File: src/hw/rtl/spf_pkg.sv
// Shared types and constants for the scan-line span filler.
package spf_pkg;
  typedef enum logic [1:0] {
    CMD_CLEAR = 2'd0,
    CMD_ADD   = 2'd1,
    CMD_SCAN  = 2'd2,
    CMD_NONE  = 2'd3
  } cmd_e;

  localparam int unsigned ResultLimit = 8;
endpackage

File: src/hw/rtl/spf_sort_cell.sv
// One cell of the insertion sorter chain: holds one crossing, shifts right on insert.
module spf_sort_cell #(
  parameter int unsigned VW = 20
) (
  input  logic                 clk_i,
  input  logic                 rst_ni,
  input  logic                 clr_i,
  input  logic                 ins_i,
  input  logic signed [VW-1:0] new_i,
  input  logic signed [VW-1:0] left_val_i,
  input  logic                 left_full_i,
  input  logic                 left_gt_i,
  output logic signed [VW-1:0] val_o,
  output logic                 full_o,
  output logic                 gt_o
);
  logic signed [VW-1:0] val_q;
  logic                 full_q;

  assign val_o  = val_q;
  assign full_o = full_q;
  assign gt_o   = full_q && (val_q > new_i);

  always_ff @(posedge clk_i or negedge rst_ni) begin
    if (!rst_ni) begin
      full_q <= 1'b0;
    end else if (clr_i) begin
      full_q <= 1'b0;
    end else if (ins_i && left_full_i) begin
      full_q <= 1'b1;
    end
  end

  always_ff @(posedge clk_i) begin
    if (ins_i) begin
      if (left_gt_i && left_full_i) begin
        val_q <= left_val_i;
      end else if (left_full_i && (gt_o || !full_q)) begin
        val_q <= new_i;
      end
    end
  end
endmodule

File: src/hw/rtl/spf_divider.sv
// Restoring unsigned divider, one quotient bit per cycle.
module spf_divider #(
  parameter int unsigned NW = 18,
  parameter int unsigned DW = 10
) (
  input  logic          clk_i,
  input  logic          rst_ni,
  input  logic          start_i,
  input  logic [NW-1:0] num_i,
  input  logic [DW-1:0] den_i,
  output logic          done_o,
  output logic [NW-1:0] quo_o
);
  localparam int unsigned CW = $clog2(NW + 1);

  logic [NW-1:0] quo_q;
  logic [DW:0]   rem_q;
  logic [DW-1:0] den_q;
  logic [CW-1:0] cnt_q;
  logic          busy_q;
  logic [DW:0]   trial;

  assign trial  = {rem_q[DW-1:0], quo_q[NW-1]};
  assign quo_o  = quo_q;
  assign done_o = busy_q && (cnt_q == '0);

  always_ff @(posedge clk_i or negedge rst_ni) begin
    if (!rst_ni) begin
      busy_q <= 1'b0;
      cnt_q  <= '0;
    end else if (start_i) begin
      busy_q <= 1'b1;
      cnt_q  <= CW'(NW);
    end else if (busy_q) begin
      if (cnt_q == '0) begin
        busy_q <= 1'b0;
      end else begin
        cnt_q <= cnt_q - 1'b1;
      end
    end
  end

  always_ff @(posedge clk_i) begin
    if (start_i) begin
      quo_q <= num_i;
      rem_q <= '0;
      den_q <= den_i;
    end else if (busy_q && cnt_q != '0) begin
      if (trial >= {1'b0, den_q}) begin
        rem_q <= trial - {1'b0, den_q};
        quo_q <= {quo_q[NW-2:0], 1'b1};
      end else begin
        rem_q <= trial;
        quo_q <= {quo_q[NW-2:0], 1'b0};
      end
    end
  end
endmodule

File: src/hw/rtl/scanline_polygon_span_fill.sv
// Top level of the scan-line polygon span filler.
//
// channel   direction  handshake          payload
// command   in         start / busy       command_i, x_a_i, y_a_i, x_b_i, y_b_i, scan_y_i
// result    out        result_valid_o     status_o, span_valid_o, span_y_o, span_x_start_o,
//                                         span_x_end_o, span_color_o, last_o
// config    in         fill_color_we_i    fill_color_i
//
// Clear answers the transfer with one result; add waits for the divider before its result.
// Scan reads, multiplies and inserts each edge into the sorter chain before its first
// result; it then shows one span per cycle.
// Reset empties the edge table and sets the fill colour to 15; no clearing pass.
// Results cannot be stalled; busy drops in the cycle that shows the last result.
module scanline_polygon_span_fill #(
  parameter int unsigned MAX_EDGES  = 16,
  parameter int unsigned COORD_BITS = 10,
  parameter int unsigned FRAC_BITS  = 8
) (
  input  logic                  clk_i,
  input  logic                  rst_ni,
  input  logic                  start,
  output logic                  busy,
  input  logic [1:0]            command_i,
  input  logic [COORD_BITS-1:0] x_a_i,
  input  logic [COORD_BITS-1:0] y_a_i,
  input  logic [COORD_BITS-1:0] x_b_i,
  input  logic [COORD_BITS-1:0] y_b_i,
  input  logic [COORD_BITS-1:0] scan_y_i,
  input  logic                  fill_color_we_i,
  input  logic [3:0]            fill_color_i,
  output logic                  result_valid_o,
  output logic                  status_o,
  output logic                  span_valid_o,
  output logic [COORD_BITS-1:0] span_y_o,
  output logic [COORD_BITS-1:0] span_x_start_o,
  output logic [COORD_BITS-1:0] span_x_end_o,
  output logic [3:0]            span_color_o,
  output logic                  last_o
);
  localparam int unsigned AW  = $clog2(MAX_EDGES);
  localparam int unsigned NCW = $clog2(MAX_EDGES + 1);
  localparam int unsigned NW  = COORD_BITS + FRAC_BITS;
  localparam int unsigned SW  = NW + 1;
  localparam int unsigned VW  = COORD_BITS + NW + 3;
  localparam int unsigned EW  = 3 * COORD_BITS + SW;
  localparam int unsigned KW  = $clog2(spf_pkg::ResultLimit + 1);

  typedef enum logic [3:0] {
    ST_IDLE, ST_DIV, ST_WRITE, ST_RD, ST_MUL, ST_INS, ST_EMIT, ST_ONE
  } state_e;

  typedef struct packed {
    logic                  clr;
    logic                  ins;
  } sort_ctl_t;

  state_e state_q;
  logic [NCW-1:0] count_q;
  logic [NCW-1:0] idx_q;
  logic [3:0] color_q;
  logic [COORD_BITS-1:0] y_q, xt_q, yt_q, yb_q;
  logic neg_q, flat_q;
  logic [EW-1:0] mem_q [MAX_EDGES];
  logic [EW-1:0] rd_q;
  logic rd_ok_q, act_q;
  logic signed [VW-1:0] prod_q;
  logic [KW-1:0] k_q;
  logic [NCW-1:0] n_q;
  logic one_st_q;

  // divider
  logic div_start, div_done;
  logic [NW-1:0] div_quo;
  logic [COORD_BITS-1:0] adx, ady;
  logic [SW-1:0] slope;

  spf_divider #(.NW(NW), .DW(COORD_BITS)) u_div (
    .clk_i, .rst_ni, .start_i(div_start),
    .num_i({adx, FRAC_BITS'(0)}), .den_i(ady),
    .done_o(div_done), .quo_o(div_quo)
  );

  logic ya_top;
  logic [COORD_BITS-1:0] xt_n, yt_n, yb_n, xb_n;
  assign ya_top = y_a_i >= y_b_i;
  assign xt_n = ya_top ? x_a_i : x_b_i;
  assign yt_n = ya_top ? y_a_i : y_b_i;
  assign yb_n = ya_top ? y_b_i : y_a_i;
  assign xb_n = ya_top ? x_b_i : x_a_i;
  assign adx  = (xb_n >= xt_n) ? xb_n - xt_n : xt_n - xb_n;
  assign ady  = yt_n - yb_n;
  assign slope = flat_q ? '0 : (neg_q ? -{1'b0, div_quo} : {1'b0, div_quo});

  logic accept;
  assign accept = start && !busy;
  assign div_start = accept && (spf_pkg::cmd_e'(command_i) == spf_pkg::CMD_ADD)
                     && (count_q < NCW'(MAX_EDGES));

  // stored edge fields
  logic [COORD_BITS-1:0] e_xt, e_yt, e_yb;
  logic signed [SW-1:0] e_sl;
  assign {e_xt, e_yt, e_yb, e_sl} = rd_q;

  // sorter chain
  sort_ctl_t sctl;
  logic signed [VW-1:0] cv [MAX_EDGES];
  logic cf [MAX_EDGES];
  logic cg [MAX_EDGES];
  logic signed [VW-1:0] newv;
  assign newv = prod_q;

  for (genvar g = 0; g < MAX_EDGES; g++) begin : g_cell
    spf_sort_cell #(.VW(VW)) u_cell (
      .clk_i, .rst_ni, .clr_i(sctl.clr), .ins_i(sctl.ins), .new_i(newv),
      .left_val_i(g == 0 ? cv[0] : cv[(g == 0) ? 0 : g - 1]),
      .left_full_i(g == 0 ? 1'b1 : cf[(g == 0) ? 0 : g - 1]),
      .left_gt_i(g == 0 ? 1'b0 : cg[(g == 0) ? 0 : g - 1]),
      .val_o(cv[g]), .full_o(cf[g]), .gt_o(cg[g])
    );
  end

  // span output: pair k_q from a chain read
  logic [AW:0] li, ri;
  logic signed [VW-1:0] lv, rv, rc;
  logic signed [VW-1:0] fl, ce;
  logic [COORD_BITS-1:0] xs_c, xe_c;
  localparam logic signed [VW-1:0] MaxC = VW'((1 << COORD_BITS) - 1);
  assign li = (AW + 1)'({k_q, 1'b0});
  assign ri = li + 1'b1;
  assign lv = cv[li[AW-1:0]];
  assign rv = cv[ri[AW-1:0]];
  assign rc = rv + VW'((1 << FRAC_BITS) - 1);
  assign fl = lv >>> FRAC_BITS;
  assign ce = rc >>> FRAC_BITS;
  assign xs_c = fl < 0 ? '0 : (fl > MaxC ? MaxC[COORD_BITS-1:0] : fl[COORD_BITS-1:0]);
  assign xe_c = ce < 0 ? '0 : (ce > MaxC ? MaxC[COORD_BITS-1:0] : ce[COORD_BITS-1:0]);

  logic [NCW-1:0] half;
  assign half = n_q >> 1;

  always_comb begin
    sctl.clr = accept;
    sctl.ins = (state_q == ST_INS) && act_q;
  end

  assign busy = (state_q != ST_IDLE);

  always_ff @(posedge clk_i) begin
    rd_q <= mem_q[idx_q[AW-1:0]];
    if (state_q == ST_WRITE) begin
      mem_q[count_q[AW-1:0]] <= {xt_q, yt_q, yb_q, slope};
    end
    prod_q <= VW'(signed'({1'b0, e_xt, FRAC_BITS'(0)}))
              + VW'(signed'({1'b0, y_q}) - signed'({1'b0, e_yt})) * VW'(e_sl);
    act_q <= rd_ok_q && (e_yb < y_q) && (y_q <= e_yt);
  end

  always_ff @(posedge clk_i or negedge rst_ni) begin
    if (!rst_ni) begin
      state_q <= ST_IDLE;
      count_q <= '0;
      color_q <= 4'd15;
      idx_q <= '0;
      rd_ok_q <= 1'b0;
      n_q <= '0;
      k_q <= '0;
      y_q <= '0;
      xt_q <= '0; yt_q <= '0; yb_q <= '0;
      neg_q <= 1'b0; flat_q <= 1'b0;
      one_st_q <= 1'b0;
      result_valid_o <= 1'b0;
      status_o <= 1'b0; span_valid_o <= 1'b0; span_y_o <= '0;
      span_x_start_o <= '0; span_x_end_o <= '0; span_color_o <= '0; last_o <= 1'b0;
    end else begin
      if (fill_color_we_i) color_q <= fill_color_i;
      result_valid_o <= (state_q == ST_ONE) || (state_q == ST_EMIT);
      unique case (state_q)
        ST_IDLE: begin
          if (accept) begin
            unique case (spf_pkg::cmd_e'(command_i))
              spf_pkg::CMD_CLEAR: begin
                one_st_q <= 1'b0;
                count_q <= '0;
                state_q <= ST_ONE;
              end
              spf_pkg::CMD_ADD: begin
                if (count_q >= NCW'(MAX_EDGES)) begin
                  one_st_q <= 1'b1;
                  state_q <= ST_ONE;
                end else begin
                  one_st_q <= 1'b0;
                  xt_q <= xt_n; yt_q <= yt_n; yb_q <= yb_n;
                  flat_q <= (ady == '0);
                  neg_q <= (xb_n > xt_n);
                  state_q <= ST_DIV;
                end
              end
              spf_pkg::CMD_SCAN: begin
                y_q <= scan_y_i;
                idx_q <= '0;
                n_q <= '0;
                k_q <= '0;
                rd_ok_q <= 1'b0;
                state_q <= ST_RD;
              end
              default: begin
                one_st_q <= 1'b0;
                state_q <= ST_ONE;
              end
            endcase
          end
        end
        ST_DIV: if (div_done) state_q <= ST_WRITE;
        ST_WRITE: begin
          count_q <= count_q + 1'b1;
          state_q <= ST_ONE;
        end
        ST_RD: begin
          // memory read lands in rd_q next cycle
          rd_ok_q <= (idx_q < count_q);
          state_q <= ST_MUL;
        end
        ST_MUL: state_q <= ST_INS;
        ST_INS: begin
          if (act_q) n_q <= n_q + 1'b1;
          if (idx_q + 1'b1 >= NCW'(MAX_EDGES)) begin
            state_q <= ST_EMIT;
            k_q <= '0;
          end else begin
            idx_q <= idx_q + 1'b1;
            state_q <= ST_RD;
          end
        end
        ST_EMIT: begin
          if (half == '0) begin
            status_o <= 1'b0; span_valid_o <= 1'b0; span_y_o <= y_q;
            span_x_start_o <= '0; span_x_end_o <= '0; span_color_o <= '0;
            last_o <= 1'b1;
            state_q <= ST_IDLE;
          end else begin
            status_o <= 1'b0; span_valid_o <= 1'b1; span_y_o <= y_q;
            span_x_start_o <= xs_c; span_x_end_o <= xe_c; span_color_o <= color_q;
            if ((NCW'(k_q) + 1'b1 >= half) || (k_q + 1'b1 >= KW'(spf_pkg::ResultLimit))) begin
              last_o <= 1'b1;
              state_q <= ST_IDLE;
            end else begin
              last_o <= 1'b0;
              k_q <= k_q + 1'b1;
            end
          end
        end
        ST_ONE: begin
          status_o <= one_st_q; span_valid_o <= 1'b0; span_y_o <= '0;
          span_x_start_o <= '0; span_x_end_o <= '0; span_color_o <= '0;
          last_o <= 1'b1;
          state_q <= ST_IDLE;
        end
        default: state_q <= ST_IDLE;
      endcase
    end
  end
endmodule

File: config.mk
export PLATFORM = sky130hd
export DESIGN_NAME = scanline_polygon_span_fill
export DESIGN_NICKNAME = d
export VERILOG_FILES = /design/src/hw/rtl/spf_pkg.sv /design/src/hw/rtl/spf_sort_cell.sv /design/src/hw/rtl/spf_divider.sv /design/src/hw/rtl/scanline_polygon_span_fill.sv
export SDC_FILE = /design/constraint.sdc
export NUM_CORES = 2
export LEC_CHECK = 0
export ABC_AREA = 1
export ABC_CLOCK_PERIOD_IN_PS = 7650
export BUFFER_PORTS_ARGS = -buffer_cell sky130_fd_sc_hd__buf_2
export CORE_MARGIN = 2
export CORE_UTILIZATION = 60
export DETAILED_ROUTE_END_ITERATION = 6
export PLACE_DENSITY_LB_ADDON = 0.15
export SYNTH_ARGS = -nofsm -noshare
export SYNTH_HDL_FRONTEND = slang
export SYNTH_SLANG_ARGS = --single-unit
File: constraint.sdc
create_clock -name clk_i -period 7.65 [get_ports clk_i]
set_input_delay 0.3825 -clock clk_i [delete_from_list [all_inputs] [get_ports clk_i]]
set_output_delay 0.3825 -clock clk_i [all_outputs]
set_load 0.03 [all_outputs]
---- After elaboration in Yosys (flattened, before gate mapping) ----
Memories as Yosys holds them, arrays and structs flattened. A register that Yosys moved wholly into a read port is not among the register bits.
Cells that the tools add are included.
storage, ports and cells
  register bits ........................... 697
  bits in writable memories ............... 784
  input bits .............................. 60
  output and inout port bits .............. 39
  word-level logic and storage cells ...... 444
  memories ................................ 1
memory list
  memory  words  width  rd ports  clocked after memory_dff  write ports  RTL line                          RTL
  mem_q   16     49     1         1                         1            scanline_polygon_span_fill.sv:63  logic [EW-1:0] mem_q [MAX_EDGES];
cells by class
  add/subtract/negate cells ............... 15
  $mul .................................... 1
  $lt $le $gt $ge ......................... 34
  equality and inequality tests ........... 20
  mux-type cells .......................... 132
  bitwise gates (word level) .............. 4
  reduce and logical (&&, ||, !) cells .... 175
operators with widths
  kind                                                                            number
  31-bit two-way mux                                                              34
  31-bit > comparator                                                             16
  31-bit binary-select mux with 4-bit select                                      2
  10-bit two-way mux                                                              12
  2-bit nonzero test                                                              37
  1-bit logical AND                                                               69
  10-bit one-hot mux with 2 select lines                                          3
  23-bit by 11-bit > comparator with 1-bit output (second input constant)         2
  23-bit by 1-bit less-than comparator with 1-bit output (second input constant)  2
  5-bit two-way mux                                                               9
  1-bit two-way mux                                                               44
  4-bit two-way mux                                                               10
  10-bit subtractor                                                               4
  19-bit two-way mux                                                              2
  18-bit two-way mux                                                              2
  2-bit AND reduction                                                             17
  19-bit by 30-bit adder with 31-bit output                                       1
  31-bit by 9-bit adder with 31-bit output (second input constant)                1
  11-bit by 19-bit multiplier with 30-bit output                                  1
  5-bit one-hot mux with 2 select lines                                           3
  4-bit one-hot mux with 7 select lines                                           1
  10-bit >= comparator                                                            2
  5-bit >= comparator (second input constant)                                     4
  18-bit negator with 19-bit output                                               1
  other kinds (40)                                                                102

---- Depth between registers and ports, before layout ----
  word-level depth ........................ 11
  depth in mapped cells ................... 37
  mapped depth without buffers ............ 36

---- Hierarchy ----
From an unflattened synthesis, not the netlist that was laid out.
second synthesis, totals
  cell total of the unflattened synthesis .. 9935
  area total of the unflattened synthesis .. 90712.0 um2
by module, submodules not included
  module                      times used  cells an instance  area an instance (um2)  sequential area each (um2)
  scanline_polygon_span_fill  1           5477               53068.4                 27871.7
  spf_sort_cell               16          260                2198.4                  955.9
  spf_divider                 1           298                2469.9                  1191.1

---- Worst setup path before layout ----
Ideal clock, no wire load.
  kind .................................... register to register
  from .................................... register y_q[0]
  to ...................................... register prod_q[28], in the netlist newv[28]
  data arrival time ....................... 6654 ps
  path slack .............................. 869 ps
  cell stages (with the launch flop) ...... 33
  buffers on the path ..................... 1
  period minus slack after synthesis ...... 6781 ps
  cells stage by stage .................... dfrtp_1 > inv_1 > ha_1 > inv_1 > fa_1 > inv_1 > o21ai_0 > a221oi_1 > or2_2 > nand2_1 > a21oi_1 > clkinv_1 > buf_1 > nor2_1 > fa_1 > inv_1 > fa_1 > fa_1 > inv_1 > fa_1 > inv_1 > fa_1 > inv_1 > ha_1 > a21oi_1 > nand3_1 > a21oi_1 > nor2_1 > nor2_1 > inv_1 > a21oi_1 > o21ai_0 > xor2_1
on the way
  word-level cells in the longest chain between the ends .. 3
ends and longest elaborated chain
  item                                            RTL line                           RTL
  start, declared                                 scanline_polygon_span_fill.sv:61   logic [COORD_BITS-1:0] y_q, xt_q, yt_q, yb_q;
  start signal, assigned                          scanline_polygon_span_fill.sv:199  y_q <= scan_y_i;
  10-bit by 10-bit subtractor with 11-bit output  scanline_polygon_span_fill.sv:154  + VW'(signed'({1'b0, y_q}) - signed'({1'b0, e_yt})) * VW'(e_sl);
  11-bit by 19-bit multiplier with 30-bit output  scanline_polygon_span_fill.sv:154
  19-bit by 30-bit adder with 31-bit output       scanline_polygon_span_fill.sv:154
  end signal, assigned                            scanline_polygon_span_fill.sv:153  prod_q <= VW'(signed'({1'b0, e_xt, FRAC_BITS'(0)}))
  end, declared                                   scanline_polygon_span_fill.sv:66   logic signed [VW-1:0] prod_q;
No other way between the ends.
A chain may end at the register's enable or synchronous reset.

---- Worst setup path after layout ----
Same ends and word-level chain as after synthesis.

==> metrics.md <==
| Metric | Value |
|---|---|
| Finished Layout Cells | `~11,000` |
| Grt total ovfl | `0` |
| Final clock skew | `56.2 ps` |
| Max Buffers Root-to-Sink | `3` |
| Gate Count Post-Synth | `roughly 9,000` |
| Synth Cell Area | `between 80,000 and 90,000 µm²` |
| Tcrit/Tclk final | `0.942` |
| FFs w/ async S/R, synth | `0.0850` |
| Critical path arrival | `between 7000 and 8000 ps` |
| XOR/XNOR Fraction of Synth Area | `0.00719` |
| Sequential share of the synthesized area | `0.506` |
| Clock sink count | `around 1,500` |
| Hold_ws | `around 46 ps` |
| Post-synth top cells | `nand2_1 (1,910), edfxtp_1 (1,300), nor2_1 (997), inv_1 (916), o21ai_0 (777)` |
| Max_slew headroom | `0.148` |
| Die height | `~390 µm` |
| Crit-path leading delay family | `adder cells` |
| DRT iter0 DRCs | `7,507` |
| CP startpoint kind | `flip-flop` |
| P&R area growth vs syn | `9.67%` |
| Initial core utilization | `0.603` |
| Die area | `149,000 µm²` |
| Least-Margin Pin Slew | `between 1000 and 1500 ps` |
| Synth Flop Type | `edfxtp_1` |
| DP HPWL | `199,000 µm` |
| Initial antenna violation count | `14` |
| Mux contribution to synthesized area | `0.00926` |
| Min Clock Period, post-route | `7210 ps` |
| Bufs and invs on worst path | `8` |
| Largest net degree at the start of global routing | `roughly 200` |
| Setup TNS | `0 ps` |
| Crit path largest cell delay | `550 ps` |
| Antenna viol nets, final | `0` |
| Max FO, Critical Path | `13` |
| Number of fill cells | `around 12,000` |
| Via density | `about 6` |
| First-pass GRT wire length | `between 400,000 and 500,000 µm` |
| Endpoint type of the worst setup path | `flip-flop` |
| Adder-Cell Fraction of Synth Area | `0.137` |
| Placed cells | `roughly 11,000` |
| I/O pins | `99` |
| Vias in the first global route | `roughly 67,000` |
| Final hold vios | `0` |
| Drt pass-1 iters | `7` |
| Post-Synth Simple-Gate Area | `0.173` |
| RSZ-0062 raised after global routing | `no` |
| Avg Cell Area, Syn | `between 9 and 10 µm²` |
| Top post-synthesis cells by area | `edfxtp_1 (45%), ha_1 (9.0%), nand2_1 (8.2%), fa_1 (4.7%), o21ai_0 (4.4%)` |
| CTS buffer count | `between 150 and 200` |
| Final nets | `10,129` |
| Die width | `386 µm` |
| Mapped Nets | `~10,000` |
| Syn. warnings | `0` |
| DRC viols | `0` |
| Total track usage | `0.378` |
| Setup CP Type | `reg2reg` |
| Row count | `140` |
| Largest family of logic cells by synthesized area | `simple AND/OR/NAND/NOR gates` |
| Final Wtd Congestion | `around 0.99` |
| CTS tree | `built` |
| DR WL/cell | `about 25 µm` |
| Routed wire length | `about 280,000 µm` |
| Clk Latency, worst-skew pair | `about 860 ps` |
| Final Max Tran Viols | `0` |
| CP required | `8360 ps` |
| Netlist cell types | `69` |
| CP max stage cell | `fa_1` |
| Port bufs | `98` |
| Synth Area in Compound Gates | `0.108` |
| Cell taking the most area after synthesis | `edfxtp_1` |
| Via count | `~69,000` |
| Synth top area share | `0.446` |
| # H-tree levels | `4` |
| Outcome | `finished clean` |
| CTS clk-pin slew, worst paths | `roughly 60 ps` |
| Max Cap Viol | `0` |
| Setup Viol. Count Final | `0` |
| Core area | `between 100,000 and 150,000 µm²` |
| Root Driver | `clkbuf_16` |
| Share of cells above drive strength 1 | `0.0642` |
| Hold WC Path Type | `in2reg` |
| Maximum clock rate | `around 140 MHz` |
| EDFF count, synth | `~1,300` |
| Synth Register Bits | `1,529` |
| Top-count cell post-synth | `nand2_1` |
-- tightest hold or removal path, stage by stage --
cell and delay [ps]:
buf_2 120, inv_1 50, nand2_1 40, nand2_1 130, o21ai_0 90
-- sequential cells by signal, summed over array words and instances (netlist names), 16 cells and up --
signal	count
u_div.quo_o	18
mem_q	784
g_cell.u_cell.full_o	16
g_cell.u_cell.val_o	496
rd_q	49
newv	31
-- repair_timing --
| item | in CTS | in global routing |
|---|---|---|
| hold buffers | 36 | 0 |
| setup buffers | 0 | 0 |
| resized for setup | 0 | 5 |
| setup endpoints to repair | 0 | 5 |
| endpoints found under the hold margin | 74 | 0 |
-- cell usage in the layout (no fill, tap or decap), drive strengths merged, types with 7 or more instances in the layout --
| cell type | n |
|---|---|
| a21oi | 465 |
| nand3b | 8 |
| clkbuf | 188 |
| bufinv | 17 |
| nor4 | 44 |
| clkinvlp | 13 |
| buf | 253 |
| dlygate4sd3 | 36 |
| dfrtp | 126 |
| inv | 933 |
| o32ai | 116 |
| dfxtp | 99 |
| o22ai | 13 |
| o211ai | 61 |
| nand4 | 95 |
| nand2 | 1917 |
| a211oi | 23 |
| o21ai | 810 |
| o221ai | 88 |
| or2 | 12 |
| nor3b | 11 |
| edfxtp | 1300 |
| fa | 204 |
| a31oi | 7 |
| nor2 | 1008 |
| nor3 | 71 |
| mux2i | 81 |
| xor2 | 53 |
| xnor2 | 18 |
| o21a | 18 |
| nand3 | 498 |
| ha | 632 |
| clkinv | 82 |
-- path summary, 6_finish.rpt --
check                      slack (ps)  cells after the start            start              end
setup / recovery                  440                     30           y_q[0]         newv[28]
hold / removal                     50                      5         x_b_i[6]          xt_q[6]
setup reg to reg                  440                     30           y_q[0]         newv[28]
hold reg to reg                   470                      2  span_x_end_o[6]  span_x_end_o[6]
max in group asynchronous        5590                      4           rst_ni         idx_q[1]
min in group asynchronous         160                      2           rst_ni  span_color_o[3]
-- area by class of cell --
type,instances,area [µm²],area share
Antenna cell,5,12.5,0.000130
Clock buffer,188,4180,0.0435
Clock inverter,106,1300,0.0136
Inverter,939,3540,0.0368
Multi-Input combinational cell,6314,38200,0.398
Sequential cell,1529,44300,0.461
Tap cell,1917,2400,0.0250
Timing Repair Buffer,289,2070,0.0216
-- layer usage --
layer | track usage | vias up | part of all wire
li1 | - | 31768 | -
met1 | 0.477 | 33013 | 0.38
met2 | 0.611 | 3482 | 0.46
met3 | 0.0605 | 775 | 0.087
met4 | 0.237 | 10 | 0.071
met5 | 0 | - | 0.00021
-- cell families (layout without fill, tap and decap cells) --
family / count (synthesis) / after routing
AND/OR/NAND/NOR: 3681 / 3681
flip-flops: 1529 / 1529
AO/OA/AOI/OAI: 1645 / 1645
multiplexers: 81 / 81
adder cells (fa/ha/maj): 836 / 836
XOR/XNOR: 71 / 71
other: 0 / 5
buffers and inverters: 1350 / 1522
-- stage by stage --
step	setup WS, ps	utilization	area [µm²]
final	441	0.661	96000
after floorplan	869	-	87600
after global routing	18.6	0.661	96000
after CTS	232	0.661	96000
after detailed placement	236	0.621	90200
after global placement	363	0.621	90200
Power is left out: the tool's default activity adds up to more than one toggle a clock period on the data nets, which glitch-free logic cannot reach.
